`config.mk`:
```
export PLATFORM = sky130hd
export DESIGN_NAME = joystick_drive_command_shaper_core_flat
export DESIGN_NICKNAME = d
export VERILOG_FILES = /design/src/hdl/jdcs_pkg.sv /design/src/hdl/jdcs_ifs.sv /design/src/hdl/jdcs_throttle.sv /design/src/hdl/jdcs_steer.sv /design/src/hdl/joystick_drive_command_shaper_core.sv /design/src/flat_wrapper.sv
export SDC_FILE = /design/constraint.sdc
export NUM_CORES = 1
export LEC_CHECK = 0
export ABC_AREA = 0
export BUFFER_PORTS_ARGS = -buffer_cell sky130_fd_sc_hd__buf_2
export CAP_MARGIN = 10
export CORE_MARGIN = 1.5
export CORE_UTILIZATION = 45
export CTS_BUF_LIST = sky130_fd_sc_hd__clkbuf_8
export CTS_CLUSTER_SIZE = 14
export DETAILED_ROUTE_END_ITERATION = 16
export PLACE_DENSITY = 0.72
export REMOVE_ABC_BUFFERS = 1
export SYNTH_ARGS = -nofsm -noshare
export SYNTH_HDL_FRONTEND = slang
export SYNTH_SLANG_ARGS = --single-unit
export TNS_END_PERCENT = 10
```
`constraint.sdc`:
```
create_clock -name clk -period 18.85 [get_ports clk]
set_input_delay 0.9425 -clock clk [delete_from_list [all_inputs] [get_ports clk]]
set_output_delay 0.9425 -clock clk [all_outputs]
set_load 0.03 [all_outputs]
```
`src/hdl/jdcs_pkg.sv`:
```
// ----------------------------------------------------------------------------
// jdcs_pkg
// Shared types, constants and the steering curve function of the joystick
// drive command shaper.
// ----------------------------------------------------------------------------
package jdcs_pkg;

	localparam int AXIS_W          = 16;
	localparam int STEP_W          = 15;
	localparam int THR_W           = 16;
	localparam int ANGLE_W         = 7;
	localparam int CFG_IDX_W       = 1;

	localparam int DEF_STEER_TABLE_BITS = 8;
	localparam int DEF_AXIS_BITS        = 16;

	localparam logic [15:0] DECAY_Q16    = 16'd64225;
	localparam logic [14:0] THROTTLE_MAX = 15'd25600;
	localparam int          STEER_LIMIT  = 45;
	localparam logic [STEP_W-1:0] STEP_RESET = 15'd512;

	// Configuration register indexes.
	localparam logic [CFG_IDX_W-1:0] REG_ACCEL_STEP = 1'b0;
	localparam logic [CFG_IDX_W-1:0] REG_DECEL_STEP = 1'b1;

	typedef logic signed [THR_W-1:0]   throttle_t;
	typedef logic signed [ANGLE_W-1:0] angle_t;

	// Main result of one item as held in the output stage.
	typedef struct packed {
		throttle_t throttle;
		angle_t    angle;
		logic      auto_on;
		logic      mode_held;
	} result_t;

	// Largest k in 0..45 with k^2 * N^3 <= 22500 * i^3, N = 2^bits.
	// Only evaluated on constants, at elaboration.
	function automatic logic [5:0] steer_entry(input int unsigned i, input int unsigned bits);
		longint unsigned n;
		longint unsigned n3;
		longint unsigned rhs;
		longint unsigned cc;
		logic [5:0]      k;
		n   = 64'd1 << bits;
		n3  = n * n * n;
		rhs = 64'd22500 * i * i * i;
		k   = '0;
		for (int c = 1; c <= STEER_LIMIT; c++) begin
			cc = longint'(c) * longint'(c);
			if (cc * n3 <= rhs) begin
				k = 6'(c);
			end
		end
		return k;
	endfunction

endpackage

```
`src/hdl/jdcs_ifs.sv`:
```
// ----------------------------------------------------------------------------
// jdcs channel interfaces
// Valid/ready channels for joystick samples and for shaped drive commands.
// ----------------------------------------------------------------------------
interface jdcs_sample_if;
	import jdcs_pkg::*;

	logic                     valid;
	logic                     ready;
	logic signed [AXIS_W-1:0] throttle_axis;
	logic signed [AXIS_W-1:0] steer_axis;
	logic                     stop_button;
	logic                     mode_button;

	modport source (output valid, throttle_axis, steer_axis, stop_button, mode_button,
		input ready);
	modport sink (input valid, throttle_axis, steer_axis, stop_button, mode_button,
		output ready);
endinterface

interface jdcs_cmd_if;
	import jdcs_pkg::*;

	logic                      valid;
	logic                      ready;
	logic signed [THR_W-1:0]   throttle_out;
	logic signed [ANGLE_W-1:0] steer_angle;
	logic                      auto_mode_out;
	logic                      auto_mode_shown;
	logic                      stop_result;
	logic                      last_result;

	modport source (output valid, throttle_out, steer_angle, auto_mode_out, auto_mode_shown,
		stop_result, last_result, input ready);
	modport sink (input valid, throttle_out, steer_angle, auto_mode_out, auto_mode_shown,
		stop_result, last_result, output ready);
endinterface

```
`src/hdl/jdcs_throttle.sv`:
```
// ----------------------------------------------------------------------------
// jdcs_throttle
// Next throttle level: stop clear, decay by 0.98, slew toward the stick
// target and saturation at +/-100.
// ----------------------------------------------------------------------------
module jdcs_throttle #(
	parameter int AXIS_BITS = jdcs_pkg::DEF_AXIS_BITS
) (
	input  jdcs_pkg::throttle_t               level,
	input  logic [jdcs_pkg::AXIS_W-1:0]       throttle_axis,
	input  logic                              stop,
	input  logic [jdcs_pkg::STEP_W-1:0]       accel_step,
	input  logic [jdcs_pkg::STEP_W-1:0]       decel_step,
	output jdcs_pkg::throttle_t               level_next
);
	import jdcs_pkg::*;

	localparam logic signed [17:0] SAT_HI = 18'sd25600;
	localparam logic signed [17:0] SAT_LO = -18'sd25600;

	logic [AXIS_BITS-1:0]    raw;
	logic                    neg;
	logic                    nonzero;
	logic [AXIS_BITS-1:0]    tmag;
	logic [AXIS_BITS+14:0]   tprod;
	logic [14:0]             tm;
	logic signed [THR_W-1:0] base;
	logic [14:0]             bmag;
	logic [30:0]             dprod;
	logic [14:0]             dmag;
	logic signed [17:0]      decayed;
	logic signed [17:0]      target;
	logic signed [17:0]      diff;
	logic [16:0]             diff_mag;
	logic                    up;
	logic [STEP_W-1:0]       step;
	logic signed [17:0]      moved;
	logic signed [17:0]      slewed;

	always_comb begin
		raw     = throttle_axis[AXIS_BITS-1:0];
		neg     = raw[AXIS_BITS-1];
		nonzero = |raw;
		tmag    = neg ? AXIS_BITS'(~raw + 1'b1) : raw;
		tprod   = (AXIS_BITS+15)'(tmag) * (AXIS_BITS+15)'(THROTTLE_MAX);
		tm      = 15'(tprod >> (AXIS_BITS - 1));

		// A stop press clears the level before the decay.
		base    = stop ? '0 : level;
		bmag    = base[THR_W-1] ? 15'(-base) : base[14:0];
		dprod   = 31'(bmag) * 31'(DECAY_Q16);
		dmag    = dprod[30:16];
		decayed = base[THR_W-1] ? -$signed({3'b000, dmag}) : $signed({3'b000, dmag});

		// Target throttle has the opposite sign of the stick.
		target  = (!neg && nonzero) ? -$signed({3'b000, tm}) : $signed({3'b000, tm});
		diff    = target - decayed;
		diff_mag = diff[17] ? 17'(-diff) : diff[16:0];
		up      = !diff[17] && (diff != '0);
		step    = up ? accel_step : decel_step;
		moved   = up ? decayed + $signed({3'b000, step}) : decayed - $signed({3'b000, step});

		if (diff_mag <= {2'b00, step}) begin
			slewed = target;
		end else if (moved > SAT_HI) begin
			slewed = SAT_HI;
		end else if (moved < SAT_LO) begin
			slewed = SAT_LO;
		end else begin
			slewed = moved;
		end

		level_next = nonzero ? THR_W'(slewed) : THR_W'(decayed);
	end

endmodule

```
`src/hdl/jdcs_steer.sv`:
```
// ----------------------------------------------------------------------------
// jdcs_steer
// Steering angle: dead zone of 0.1, then the 150*|x|^1.5 curve from a
// constant table, signed by the stick direction.
// ----------------------------------------------------------------------------
module jdcs_steer #(
	parameter int STEER_TABLE_BITS = jdcs_pkg::DEF_STEER_TABLE_BITS,
	parameter int AXIS_BITS        = jdcs_pkg::DEF_AXIS_BITS
) (
	input  logic [jdcs_pkg::AXIS_W-1:0] steer_axis,
	output jdcs_pkg::angle_t            angle
);
	import jdcs_pkg::*;

	localparam int LUT_N = 1 << STEER_TABLE_BITS;
	localparam logic [AXIS_BITS+3:0] FULL_SCALE = (AXIS_BITS+4)'(1) << (AXIS_BITS - 1);
	localparam logic [STEER_TABLE_BITS:0] IDX_MAX = (STEER_TABLE_BITS+1)'(LUT_N);

	logic [5:0] steer_lut [0:LUT_N];

	for (genvar gi = 0; gi <= LUT_N; gi++) begin : g_lut
		assign steer_lut[gi] = steer_entry(gi, STEER_TABLE_BITS);
	end

	logic [AXIS_BITS-1:0]                  raw;
	logic                                  neg;
	logic [AXIS_BITS-1:0]                  mag;
	logic [AXIS_BITS+3:0]                  mag10;
	logic [AXIS_BITS+STEER_TABLE_BITS-1:0] scaled;
	logic [STEER_TABLE_BITS:0]             idx;
	logic [5:0]                            k;

	always_comb begin
		raw    = steer_axis[AXIS_BITS-1:0];
		neg    = raw[AXIS_BITS-1];
		mag    = neg ? AXIS_BITS'(~raw + 1'b1) : raw;
		mag10  = {1'b0, mag, 3'b000} + {3'b000, mag, 1'b0};
		scaled = {mag, {STEER_TABLE_BITS{1'b0}}} >> (AXIS_BITS - 1);
		idx    = scaled[STEER_TABLE_BITS:0];
		if (idx > IDX_MAX) begin
			idx = IDX_MAX;
		end
		k = steer_lut[idx];
		if (mag10 <= FULL_SCALE) begin
			angle = '0;
		end else if (neg) begin
			angle = -$signed({1'b0, k});
		end else begin
			angle = $signed({1'b0, k});
		end
	end

endmodule

```
`src/hdl/joystick_drive_command_shaper_core.sv`:
```
// ----------------------------------------------------------------------------
// joystick_drive_command_shaper_core
// Turns joystick samples into throttle and steering commands.
// ----------------------------------------------------------------------------
// Samples enter on sample_ch and commands leave on cmd_ch, both valid/ready.
// accel_step and decel_step are written through cfg_we/cfg_index/cfg_data,
// which the user must do only while the block is idle (the block itself does
// not enforce this); both reset to 512 (Q8.8). A sample is held in an input
// register, computed combinationally and moved into the output register,
// from which its first command is shown. A sample without a stop press
// gives one command; with a stop press it gives a zero stop command first
// and its main command next.
// Throughput is one sample per cycle while cmd_ch.ready is high; a stop
// press holds the output register for its extra stop command.
// While cmd_ch.ready is low the output register holds and the input
// register still takes one more sample; then sample_ch.ready drops.
// Reset clears the throttle level, the mode button history, the auto mode
// flag and both valid bits.
// ----------------------------------------------------------------------------
module joystick_drive_command_shaper_core #(
	parameter int STEER_TABLE_BITS = jdcs_pkg::DEF_STEER_TABLE_BITS,
	parameter int AXIS_BITS        = jdcs_pkg::DEF_AXIS_BITS
) (
	input  logic                              clk,
	input  logic                              arst_n,
	input  logic                              cfg_we,
	input  logic [jdcs_pkg::CFG_IDX_W-1:0]    cfg_index,
	input  logic [jdcs_pkg::STEP_W-1:0]       cfg_data,
	jdcs_sample_if.sink                       sample_ch,
	jdcs_cmd_if.source                        cmd_ch
);
	import jdcs_pkg::*;

	// Configuration registers.
	logic [STEP_W-1:0] accel_step_q;
	logic [STEP_W-1:0] decel_step_q;

	always_ff @(posedge clk or negedge arst_n) begin
		if (!arst_n) begin
			accel_step_q <= STEP_RESET;
			decel_step_q <= STEP_RESET;
		end else if (cfg_we) begin
			case (cfg_index)
				REG_ACCEL_STEP: accel_step_q <= cfg_data;
				REG_DECEL_STEP: decel_step_q <= cfg_data;
				default: ;
			endcase
		end
	end

	// Input register.
	logic              valid_s1;
	logic [AXIS_W-1:0] taxis_s1;
	logic [AXIS_W-1:0] saxis_s1;
	logic              stop_s1;
	logic              mode_s1;

	// Output register.
	logic    valid_q;
	logic    stop_pend_q;
	result_t res_q;

	// Item state.
	throttle_t level_q;
	logic      mode_prev_q;
	logic      auto_q;

	logic      advance;
	logic      take;
	logic      in_hs;
	logic      out_hs;
	throttle_t level_next;
	angle_t    angle;
	logic      auto_next;

	// The output register frees up when empty or when its last command leaves.
	assign advance         = !valid_q || (cmd_ch.ready && !stop_pend_q);
	assign take            = advance && valid_s1;
	assign sample_ch.ready = !valid_s1 || advance;
	assign in_hs           = sample_ch.valid && sample_ch.ready;
	assign out_hs          = cmd_ch.valid && cmd_ch.ready;
	assign auto_next       = auto_q ^ (mode_s1 && !mode_prev_q);

	jdcs_throttle #(
		.AXIS_BITS (AXIS_BITS)
	) u_throttle (
		.level         (level_q),
		.throttle_axis (taxis_s1),
		.stop          (stop_s1),
		.accel_step    (accel_step_q),
		.decel_step    (decel_step_q),
		.level_next    (level_next)
	);

	jdcs_steer #(
		.STEER_TABLE_BITS (STEER_TABLE_BITS),
		.AXIS_BITS        (AXIS_BITS)
	) u_steer (
		.steer_axis (saxis_s1),
		.angle      (angle)
	);

	always_ff @(posedge clk or negedge arst_n) begin
		if (!arst_n) begin
			valid_s1 <= 1'b0;
		end else if (in_hs) begin
			valid_s1 <= 1'b1;
		end else if (advance) begin
			valid_s1 <= 1'b0;
		end
	end

	always_ff @(posedge clk) begin
		if (in_hs) begin
			taxis_s1 <= sample_ch.throttle_axis;
			saxis_s1 <= sample_ch.steer_axis;
			stop_s1  <= sample_ch.stop_button;
			mode_s1  <= sample_ch.mode_button;
		end
	end

	always_ff @(posedge clk or negedge arst_n) begin
		if (!arst_n) begin
			valid_q     <= 1'b0;
			stop_pend_q <= 1'b0;
			level_q     <= '0;
			mode_prev_q <= 1'b0;
			auto_q      <= 1'b0;
		end else if (advance) begin
			valid_q     <= valid_s1;
			stop_pend_q <= valid_s1 && stop_s1;
			if (valid_s1) begin
				level_q     <= level_next;
				mode_prev_q <= mode_s1;
				auto_q      <= auto_next;
			end
		end else if (out_hs) begin
			// Stop command taken; the main command of the same sample follows.
			stop_pend_q <= 1'b0;
		end
	end

	always_ff @(posedge clk) begin
		if (take) begin
			res_q.throttle  <= level_next;
			res_q.angle     <= angle;
			res_q.auto_on   <= auto_next;
			res_q.mode_held <= mode_s1;
		end
	end

	assign cmd_ch.valid           = valid_q;
	assign cmd_ch.throttle_out    = stop_pend_q ? '0 : res_q.throttle;
	assign cmd_ch.steer_angle     = stop_pend_q ? '0 : res_q.angle;
	assign cmd_ch.auto_mode_out   = !stop_pend_q && res_q.auto_on;
	assign cmd_ch.auto_mode_shown = !stop_pend_q && res_q.mode_held;
	assign cmd_ch.stop_result     = stop_pend_q;
	assign cmd_ch.last_result     = !stop_pend_q;

	a_stop_then_main: assert property (@(posedge clk) disable iff (!arst_n)
		out_hs && cmd_ch.stop_result |=> cmd_ch.valid && !cmd_ch.stop_result)
		else $error("stop command not followed by its main command");

	a_level_range: assert property (@(posedge clk) disable iff (!arst_n)
		level_q <= 16'sd25600 && level_q >= -16'sd25600)
		else $error("throttle level out of range");

	a_angle_range: assert property (@(posedge clk) disable iff (!arst_n)
		cmd_ch.valid |-> cmd_ch.steer_angle <= 7'sd45 && cmd_ch.steer_angle >= -7'sd45)
		else $error("steering angle out of range");

	a_state_hold: assert property (@(posedge clk) disable iff (!arst_n)
		!take |=> $stable(level_q) && $stable(auto_q) && $stable(mode_prev_q))
		else $error("state changed without a sample moving to the output");

endmodule
```
`src/flat_wrapper.sv`:
```
// flat-port wrapper written by rule: the top's interface ports become plain ports
module joystick_drive_command_shaper_core_flat import jdcs_pkg::*;
#(
	parameter int STEER_TABLE_BITS = jdcs_pkg::DEF_STEER_TABLE_BITS,
	parameter int AXIS_BITS        = jdcs_pkg::DEF_AXIS_BITS
)
  (clk, arst_n, cfg_we, cfg_index, cfg_data, sample_ch_valid, sample_ch_throttle_axis, sample_ch_steer_axis, sample_ch_stop_button, sample_ch_mode_button, sample_ch_ready, cmd_ch_valid, cmd_ch_throttle_out, cmd_ch_steer_angle, cmd_ch_auto_mode_out, cmd_ch_auto_mode_shown, cmd_ch_stop_result, cmd_ch_last_result, cmd_ch_ready);
  jdcs_sample_if sample_ch_i ();
  jdcs_cmd_if cmd_ch_i ();
  input  logic clk;
  input  logic arst_n;
  input  logic cfg_we;
  input  logic [jdcs_pkg::CFG_IDX_W-1:0] cfg_index;
  input  logic [jdcs_pkg::STEP_W-1:0] cfg_data;
  input wire logic [$bits(sample_ch_i.valid)-1:0] sample_ch_valid;
  input wire logic [$bits(sample_ch_i.throttle_axis)-1:0] sample_ch_throttle_axis;
  input wire logic [$bits(sample_ch_i.steer_axis)-1:0] sample_ch_steer_axis;
  input wire logic [$bits(sample_ch_i.stop_button)-1:0] sample_ch_stop_button;
  input wire logic [$bits(sample_ch_i.mode_button)-1:0] sample_ch_mode_button;
  output wire logic [$bits(sample_ch_i.ready)-1:0] sample_ch_ready;
  output wire logic [$bits(cmd_ch_i.valid)-1:0] cmd_ch_valid;
  output wire logic [$bits(cmd_ch_i.throttle_out)-1:0] cmd_ch_throttle_out;
  output wire logic [$bits(cmd_ch_i.steer_angle)-1:0] cmd_ch_steer_angle;
  output wire logic [$bits(cmd_ch_i.auto_mode_out)-1:0] cmd_ch_auto_mode_out;
  output wire logic [$bits(cmd_ch_i.auto_mode_shown)-1:0] cmd_ch_auto_mode_shown;
  output wire logic [$bits(cmd_ch_i.stop_result)-1:0] cmd_ch_stop_result;
  output wire logic [$bits(cmd_ch_i.last_result)-1:0] cmd_ch_last_result;
  input wire logic [$bits(cmd_ch_i.ready)-1:0] cmd_ch_ready;
  assign sample_ch_i.valid = sample_ch_valid;
  assign sample_ch_i.throttle_axis = sample_ch_throttle_axis;
  assign sample_ch_i.steer_axis = sample_ch_steer_axis;
  assign sample_ch_i.stop_button = sample_ch_stop_button;
  assign sample_ch_i.mode_button = sample_ch_mode_button;
  assign sample_ch_ready = sample_ch_i.ready;
  assign cmd_ch_valid = cmd_ch_i.valid;
  assign cmd_ch_throttle_out = cmd_ch_i.throttle_out;
  assign cmd_ch_steer_angle = cmd_ch_i.steer_angle;
  assign cmd_ch_auto_mode_out = cmd_ch_i.auto_mode_out;
  assign cmd_ch_auto_mode_shown = cmd_ch_i.auto_mode_shown;
  assign cmd_ch_stop_result = cmd_ch_i.stop_result;
  assign cmd_ch_last_result = cmd_ch_i.last_result;
  assign cmd_ch_i.ready = cmd_ch_ready;
  joystick_drive_command_shaper_core #(.STEER_TABLE_BITS(STEER_TABLE_BITS), .AXIS_BITS(AXIS_BITS)) u_core (.clk(clk), .arst_n(arst_n), .cfg_we(cfg_we), .cfg_index(cfg_index), .cfg_data(cfg_data), .sample_ch(sample_ch_i), .cmd_ch(cmd_ch_i));
endmodule
```
# Yosys cells after proc, flatten, opt, wreduce, memory -nomap -nowiden
# Memories as Yosys holds them, arrays and structs flattened.
# Cells that the tools add are included.
dict set report totals {
  register_bits 110
  rom_bits 3072
  inputBits 55
  mem_count 1
}
dict set report classes {
  add_sub_neg 11
  n_mul 2
  order_cmp 6
  muxes 23
  n_bitwise 6
  reduce_logical 26
}
# memory depth word_bits read_ports rd_clocked_by_memory_dff write_ports line
set mem_list {}
lappend mem_list {{(no name shown)} 512 6 1 0 0 jdcs_steer.sv:43} ;# k = steer_lut[idx];
# operator n
set ops {}
lappend ops {{two-way mux 16 bit} 8}
lappend ops {{two-way mux 18 bit} 3}
lappend ops {{negation 15 -> 18 bit} 2}
lappend ops {{adder 16 x 1 -> 16 bit, second input constant} 2}
lappend ops {{inverter 16 bit} 2}
lappend ops {{multiplier 15 x 16 -> 31 bit, second input constant} 1}
lappend ops {{two-way mux 15 bit} 2}
lappend ops {{adder 19 x 17 -> 20 bit} 1}
lappend ops {{<= comparator 20 x 16 -> 1 bit, second input constant} 1}
lappend ops {{multiplier 16 x 5 -> 20 bit, second input constant} 1}
lappend ops {{adder 18 x 16 -> 18 bit} 1}
lappend ops {{greater-than comparator 18 x 16 -> 1 bit, second input constant} 1}
lappend ops {{less-than comparator 18 x 16 -> 1 bit, second input constant} 1}
lappend ops {{two-way mux 6 bit} 3}
lappend ops {{nonzero test 18 bit} 1}
lappend ops {{subtractor 18 x 16 -> 18 bit} 1}
lappend ops {{subtractor 18 bit} 1}
lappend ops {{<= comparator 17 x 15 -> 1 bit} 1}
lappend ops {{two-way mux 17 bit} 1}
lappend ops {{negation 17 bit} 1}
lappend ops {{OR reduction 16 bit} 1}
lappend ops {{negation 15 bit} 1}
lappend ops {{>= comparator 10 bit, second input constant} 1}
lappend ops {{logical AND 1 bit} 10}
lappend ops {{other kinds (13)} 26}

# Logic depth before layout (Yosys ltp)
dict set report depth {
  depth_word 17
  depth_mapped 72
  ltp_nobuf 65
}

# Modules after synthesis
# From an unflattened synthesis, not the netlist that was laid out.
dict set report unflattened {
  cells_unflattened 2030
  hier_area_um2 18113.6
}
# module n_inst cells_per_inst area_each_um2 seq_area_each_um2
set modules_own_cells {}
lappend modules_own_cells {jdcs_throttle 1 1504 11838.9 0.0}
lappend modules_own_cells {joystick_drive_command_shaper_core 1 205 3945.0 3050.4}
lappend modules_own_cells {jdcs_steer 1 321 2329.7 0.0}

# Least setup slack after synthesis
# Ideal clock, no wire load.
dict set report synth_timing {
  path_type {reg-to-reg}
  from {register u_core.stop_s1}
  to {register u_core.res_q[11] (netlist name), data pin}
  arrival_time_ps 14558
  slack_ps 4026
  path_stages_with_launch 69
  synth_period_minus_slack_ps 14824
  cell_sequence {edfxtp_1 clkbuf_1 buf_1 nand2b_1 ha_1 nand2_1 o31ai_1 xor2_1 nor2_1 inv_1 fa_1 inv_1 ha_1 inv_1 fa_1 inv_1 fa_1 fa_1 [... 33 more ...] nand2b_1 nor2_1 xor2_1 o21ai_0 ha_1 inv_1 o21bai_1 o21ai_0 a211oi_1 o31a_1 nor2_1 a311oi_1 nand2_1 o211ai_1 o31ai_1 buf_4 a221oi_1 nor2_1}
}
dict set report synth_between {
  elab_chain_len 17
}
# element line
set synth_lines {}
lappend synth_lines {{start, declared} joystick_drive_command_shaper_core.sv:55} ;# logic stop_s1;
lappend synth_lines {{start signal, assigned} joystick_drive_command_shaper_core.sv:117} ;# stop_s1 <= sample_ch.stop_button;
lappend synth_lines {{two-way mux 16 bit *} jdcs_throttle.sv:49} ;# base = stop ? '0 : level;
lappend synth_lines {{negation 15 bit} jdcs_throttle.sv:50} ;# bmag = base[THR_W-1] ? 15'(-base) : base[14:0];
lappend synth_lines {{two-way mux 15 bit} jdcs_throttle.sv:50}
lappend synth_lines {{multiplier 15 x 16 -> 31 bit} jdcs_throttle.sv:51} ;# dprod = 31'(bmag) * 31'(DECAY_Q16);
lappend synth_lines {{negation 15 -> 18 bit} jdcs_throttle.sv:53} ;# decayed = base[THR_W-1] ? -$signed({3'b000, dmag}) : $signed({3'b000, dmag});
lappend synth_lines {{two-way mux 18 bit *} jdcs_throttle.sv:53}
lappend synth_lines {{subtractor 18 bit} jdcs_throttle.sv:57} ;# diff = target - decayed;
lappend synth_lines {{nonzero test 18 bit / zero test 1 bit (equally long branches)} jdcs_throttle.sv:59} ;# up = !diff[17] && (diff != '0);
lappend synth_lines {{[... 2 more ...]} -}
lappend synth_lines {{subtractor 18 x 16 -> 18 bit / adder 18 x 16 -> 18 bit (equally long branches)} jdcs_throttle.sv:61} ;# moved = up ? decayed + $signed({3'b000, step}) : decayed - $signed({3'b000, step});
lappend synth_lines {{two-way mux 18 bit} jdcs_throttle.sv:61}
lappend synth_lines {{less-than comparator 18 x 16 -> 1 bit} jdcs_throttle.sv:67} ;# end else if (moved < SAT_LO) begin
lappend synth_lines {{two-way mux 16 bit} jdcs_throttle.sv:67}
lappend synth_lines {{two-way mux 16 bit} jdcs_throttle.sv:65} ;# end else if (moved > SAT_HI) begin
lappend synth_lines {{two-way mux 16 bit} jdcs_throttle.sv:63} ;# if (diff_mag <= {2'b00, step}) begin
lappend synth_lines {{two-way mux 16 bit *} jdcs_throttle.sv:73} ;# level_next = nonzero ? THR_W'(slewed) : THR_W'(decayed);
lappend synth_lines {{net u_core.level_next[2]} joystick_drive_command_shaper_core.sv:72} ;# throttle_t level_next;
lappend synth_lines {{end, declared} joystick_drive_command_shaper_core.sv:61} ;# result_t res_q;
# The timed path passes the listed nets; every way through them passes the cells marked *.
# A chain may end at the register's enable or synchronous reset.

# Worst setup path after layout
dict set report layout_timing {
  from {register u_core.stop_s1}
  to {register u_core.res_q[18] (netlist name), data pin}
}
# Same word-level chain as after synthesis.

==> key figures <==
STA
  • Slew HR: a little over a third
  • Fin. Hold Viols: 0
  • # setup viols final: 0
  • Slew @ Worst Pin: between 900 and 1000 ps
  • Setup TNS: 0 ps
  • Min cycle time layout: 17160 ps
  • Max-slew violation count: 0
  • RSZ-0062 raised after global routing: false
  • Setup Skew: 23.6 ps
  • Tcrit/Tclk final: between 90% and 100%
  • Min Hold Slack: slightly below 500 ps
  • Max Clk Rate: 58.3 MHz

Critical path
  • R2R Setup Slk: about 1700 ps
  • Critical Path AT: between 15000 and 20000 ps
  • WS Path Type: reg -> reg
  • Worst Path Max Fanout: 24
  • Setup crit start kind: flop
  • Most used cell along the critical path: o21ai_0
  • CP max stage cell: edfxtp_1
  • Critical Path End Type: flop
  • Worst Path Required: 19000 ps
  • Depth of the worst register-to-register path: 60
  • Worst path max stage delay: 740 ps
  • Setup crit start: u_core.stop_s1
  • Worst reg2reg startpoint: u_core.stop_s1

Layout
  • Area Growth Syn to Fin: 6.52%
  • Fin cells: ~2500
  • Number of fill cells in the layout: 3542
  • Antenna Cells: 0
  • Layout cells sized above 1: around a tenth
  • Final Net Count: 2357

GRT
  • Largest net degree at the start of global routing: 52
  • Tot GR Track Use: between 20% and 30%
  • Vias in the first global route: ~14000
  • Initial antenna violation count: 0
  • First-pass GRT wire length: roughly 70000 µm
  • GRT overflow: 0

Placement
  • Port Buffers: 83
  • Post-DP HPWL: around 35000 µm
  • Post-Place Cells: roughly 2500
  • Placer Congestion: 0.958

Die
  • DIE WIDTH: between 150 and 200 µm
  • Ports: between 80 and 90
  • Starting Density: a little under half
  • Die area: just under 40000 µm²
  • Cell row count: 70
  • Core area: 36900 µm²
  • Die H: a little under 200 µm

Logic synthesis
  • Synthesized flop and latch total: 110
  • Post-synth EDFFs: between 50 and 60
  • Asr flop ratio synth: around 46%
  • Post-synth top area share: 16.5%
  • Post-synth top cells: inv_1, ha_1, nor2_1
  • Main synth FF type: edfxtp_1
  • Number of distinct library cells after synthesis: about 110
  • Top-count cell post-synth: inv_1
  • Post-synth top area cell: ha_1
  • Sequential area share after synthesis: a little under a fifth
  • Post-Synthesis Cells: 1931
  • Top cells by area, synth: ha_1, fa_1, edfxtp_1
  • Syn Area/Cell: 8.77 µm²
  • Synth warn: 0
  • Mapped Area: 16900 µm²

CTS
  • Post-CTS Setup Bufs: 0
  • CTS buffer count: 9
  • CTS tree: done
  • H-tree depth: 3
  • Worst skew pair latency: approximately 420 ps
  • CTS sink count: 110
  • Clock Tree Buf Depth: 2
  • Gates resized, CTS repair: 0
  • Hold_buf cts: 0
  • Clk slew on worst S/H paths: ~130 ps
  • CTS root buffer: clkbuf_8

Outcome
  • Status: complete, no violations

Drt
  • DRC viols: 0
  • Routed via count: between 10000 and 15000
  • Drt wl/cell: about 17 µm
  • DRT Pass-1 Iters: 5
  • Vias per cell: 5.66
  • Routed wire length: roughly 42000 µm
  • DRT antenna net count: 0
  • Initial DRC count: approximately 930

Worst hold path
  • Worst Hold Path Cells: 2
  • Min-Delay Path Class: reg -> reg
  • Hold Path Origin: u_core.mode_prev_q

Flow run
  • MaxCap Viol Count: 0
area by class of cell:
type	count	area (µm²)	area share [%]
flip-flops and latches	110	3050	16.9
inverters	261	980	5.43
well taps	504	631	3.49
repair buffers	94	498	2.76
clock buffers	9	124	0.686
clock inverters	7	78.8	0.437
multi-input cells	1508	12700	70.3
critical path: cells and delay by family, from the launching register on:
| kind | cells | cell delay [ps] |
|---|---|---|
| compound gates | 22 | 5680 |
| xor+xnor | 4 | 910 |
| fa+ha+maj | 13 | 5750 |
| buf+inv | 6 | 720 |
| flops | 1 | 740 |
| mux | 1 | 400 |
| simple gates | 14 | 2630 |
final timing paths:
check                                         endpoint
worst max-delay path                  u_core.res_q[18]
min in group asynchronous       u_core.decel_step_q[1]
worst min register to register      u_core.mode_prev_q
worst max register to register        u_core.res_q[18]
max in group asynchronous           u_core.level_q[11]
worst min-delay path                u_core.mode_prev_q
routing by layer:
layer,part of all wire [%],GRT usage [%],vias to the layer above
li1,-,-,6905
met1,45,29.2,6769
met2,46,37.0,364
met3,4.5,1.90,76
met4,3.8,9.05,0
met5,0,0,-
state kept, by name, summed over array words and instances, names as in the netlist, 15 cells and up:
name / count
u_core.accel_step_q: 15
u_core.decel_step_q: 15
u_core.level_q: 16
u_core.res_q: 25
u_core.saxis_s1: 16
u_core.taxis_s1: 16
placed cells by master (no fill, tap or decap), types with 14 or more instances in the layout:
master    Yosys  layout
o31ai_1      26      25
nor3_1       36      36
buf_2         5      83
xor2_1       50      50
a21oi_1      98      98
o21ai_0      86      86
dfrtp_1      49      49
nor2b_1      46      46
nand4_1      15      15
fa_1         95      95
mux2_2       41      41
nor2_1      140     140
ha_1        223     223
nand2_1     117     117
edfxtp_1     59      59
nand3_1      27      27
nand2b_1     29      29
o21a_1       22      22
a21o_1       23      23
o211ai_1     24      24
mux2i_1      24      24
nor4_1       17      17
inv_1       260     260
xnor2_1     102     102
a211oi_1     14      14
cells by family after synthesis:
group | count (synthesis) | synth area share [%]
multiplexers | 68 | 4.45
XOR/XNOR | 161 | 8.79
AO/OA/AOI/OAI | 439 | 18.1
adder cells (fa/ha/maj) | 323 | 28.0
AND/OR/NAND/NOR | 517 | 15.5
buffers and inverters | 313 | 7.15
flip-flops | 110 | 18.0
through the flow:
step / worst slack (ps) / util, % / instance area, µm²
2_1_floorplan: 3810 / - / 16700
3_3_place_gp: 2570 / 48.4 / 17800
3_5_place_dp: 2070 / 48.4 / 17800
4_1_cts: 1980 / 48.9 / 18000
5_1_grt: 472 / 48.9 / 18000
6_report: 1690 / 48.9 / 18000
Power is left out: the tool's default activity adds up to more than one toggle a clock period on the data nets, which glitch-free logic cannot reach.
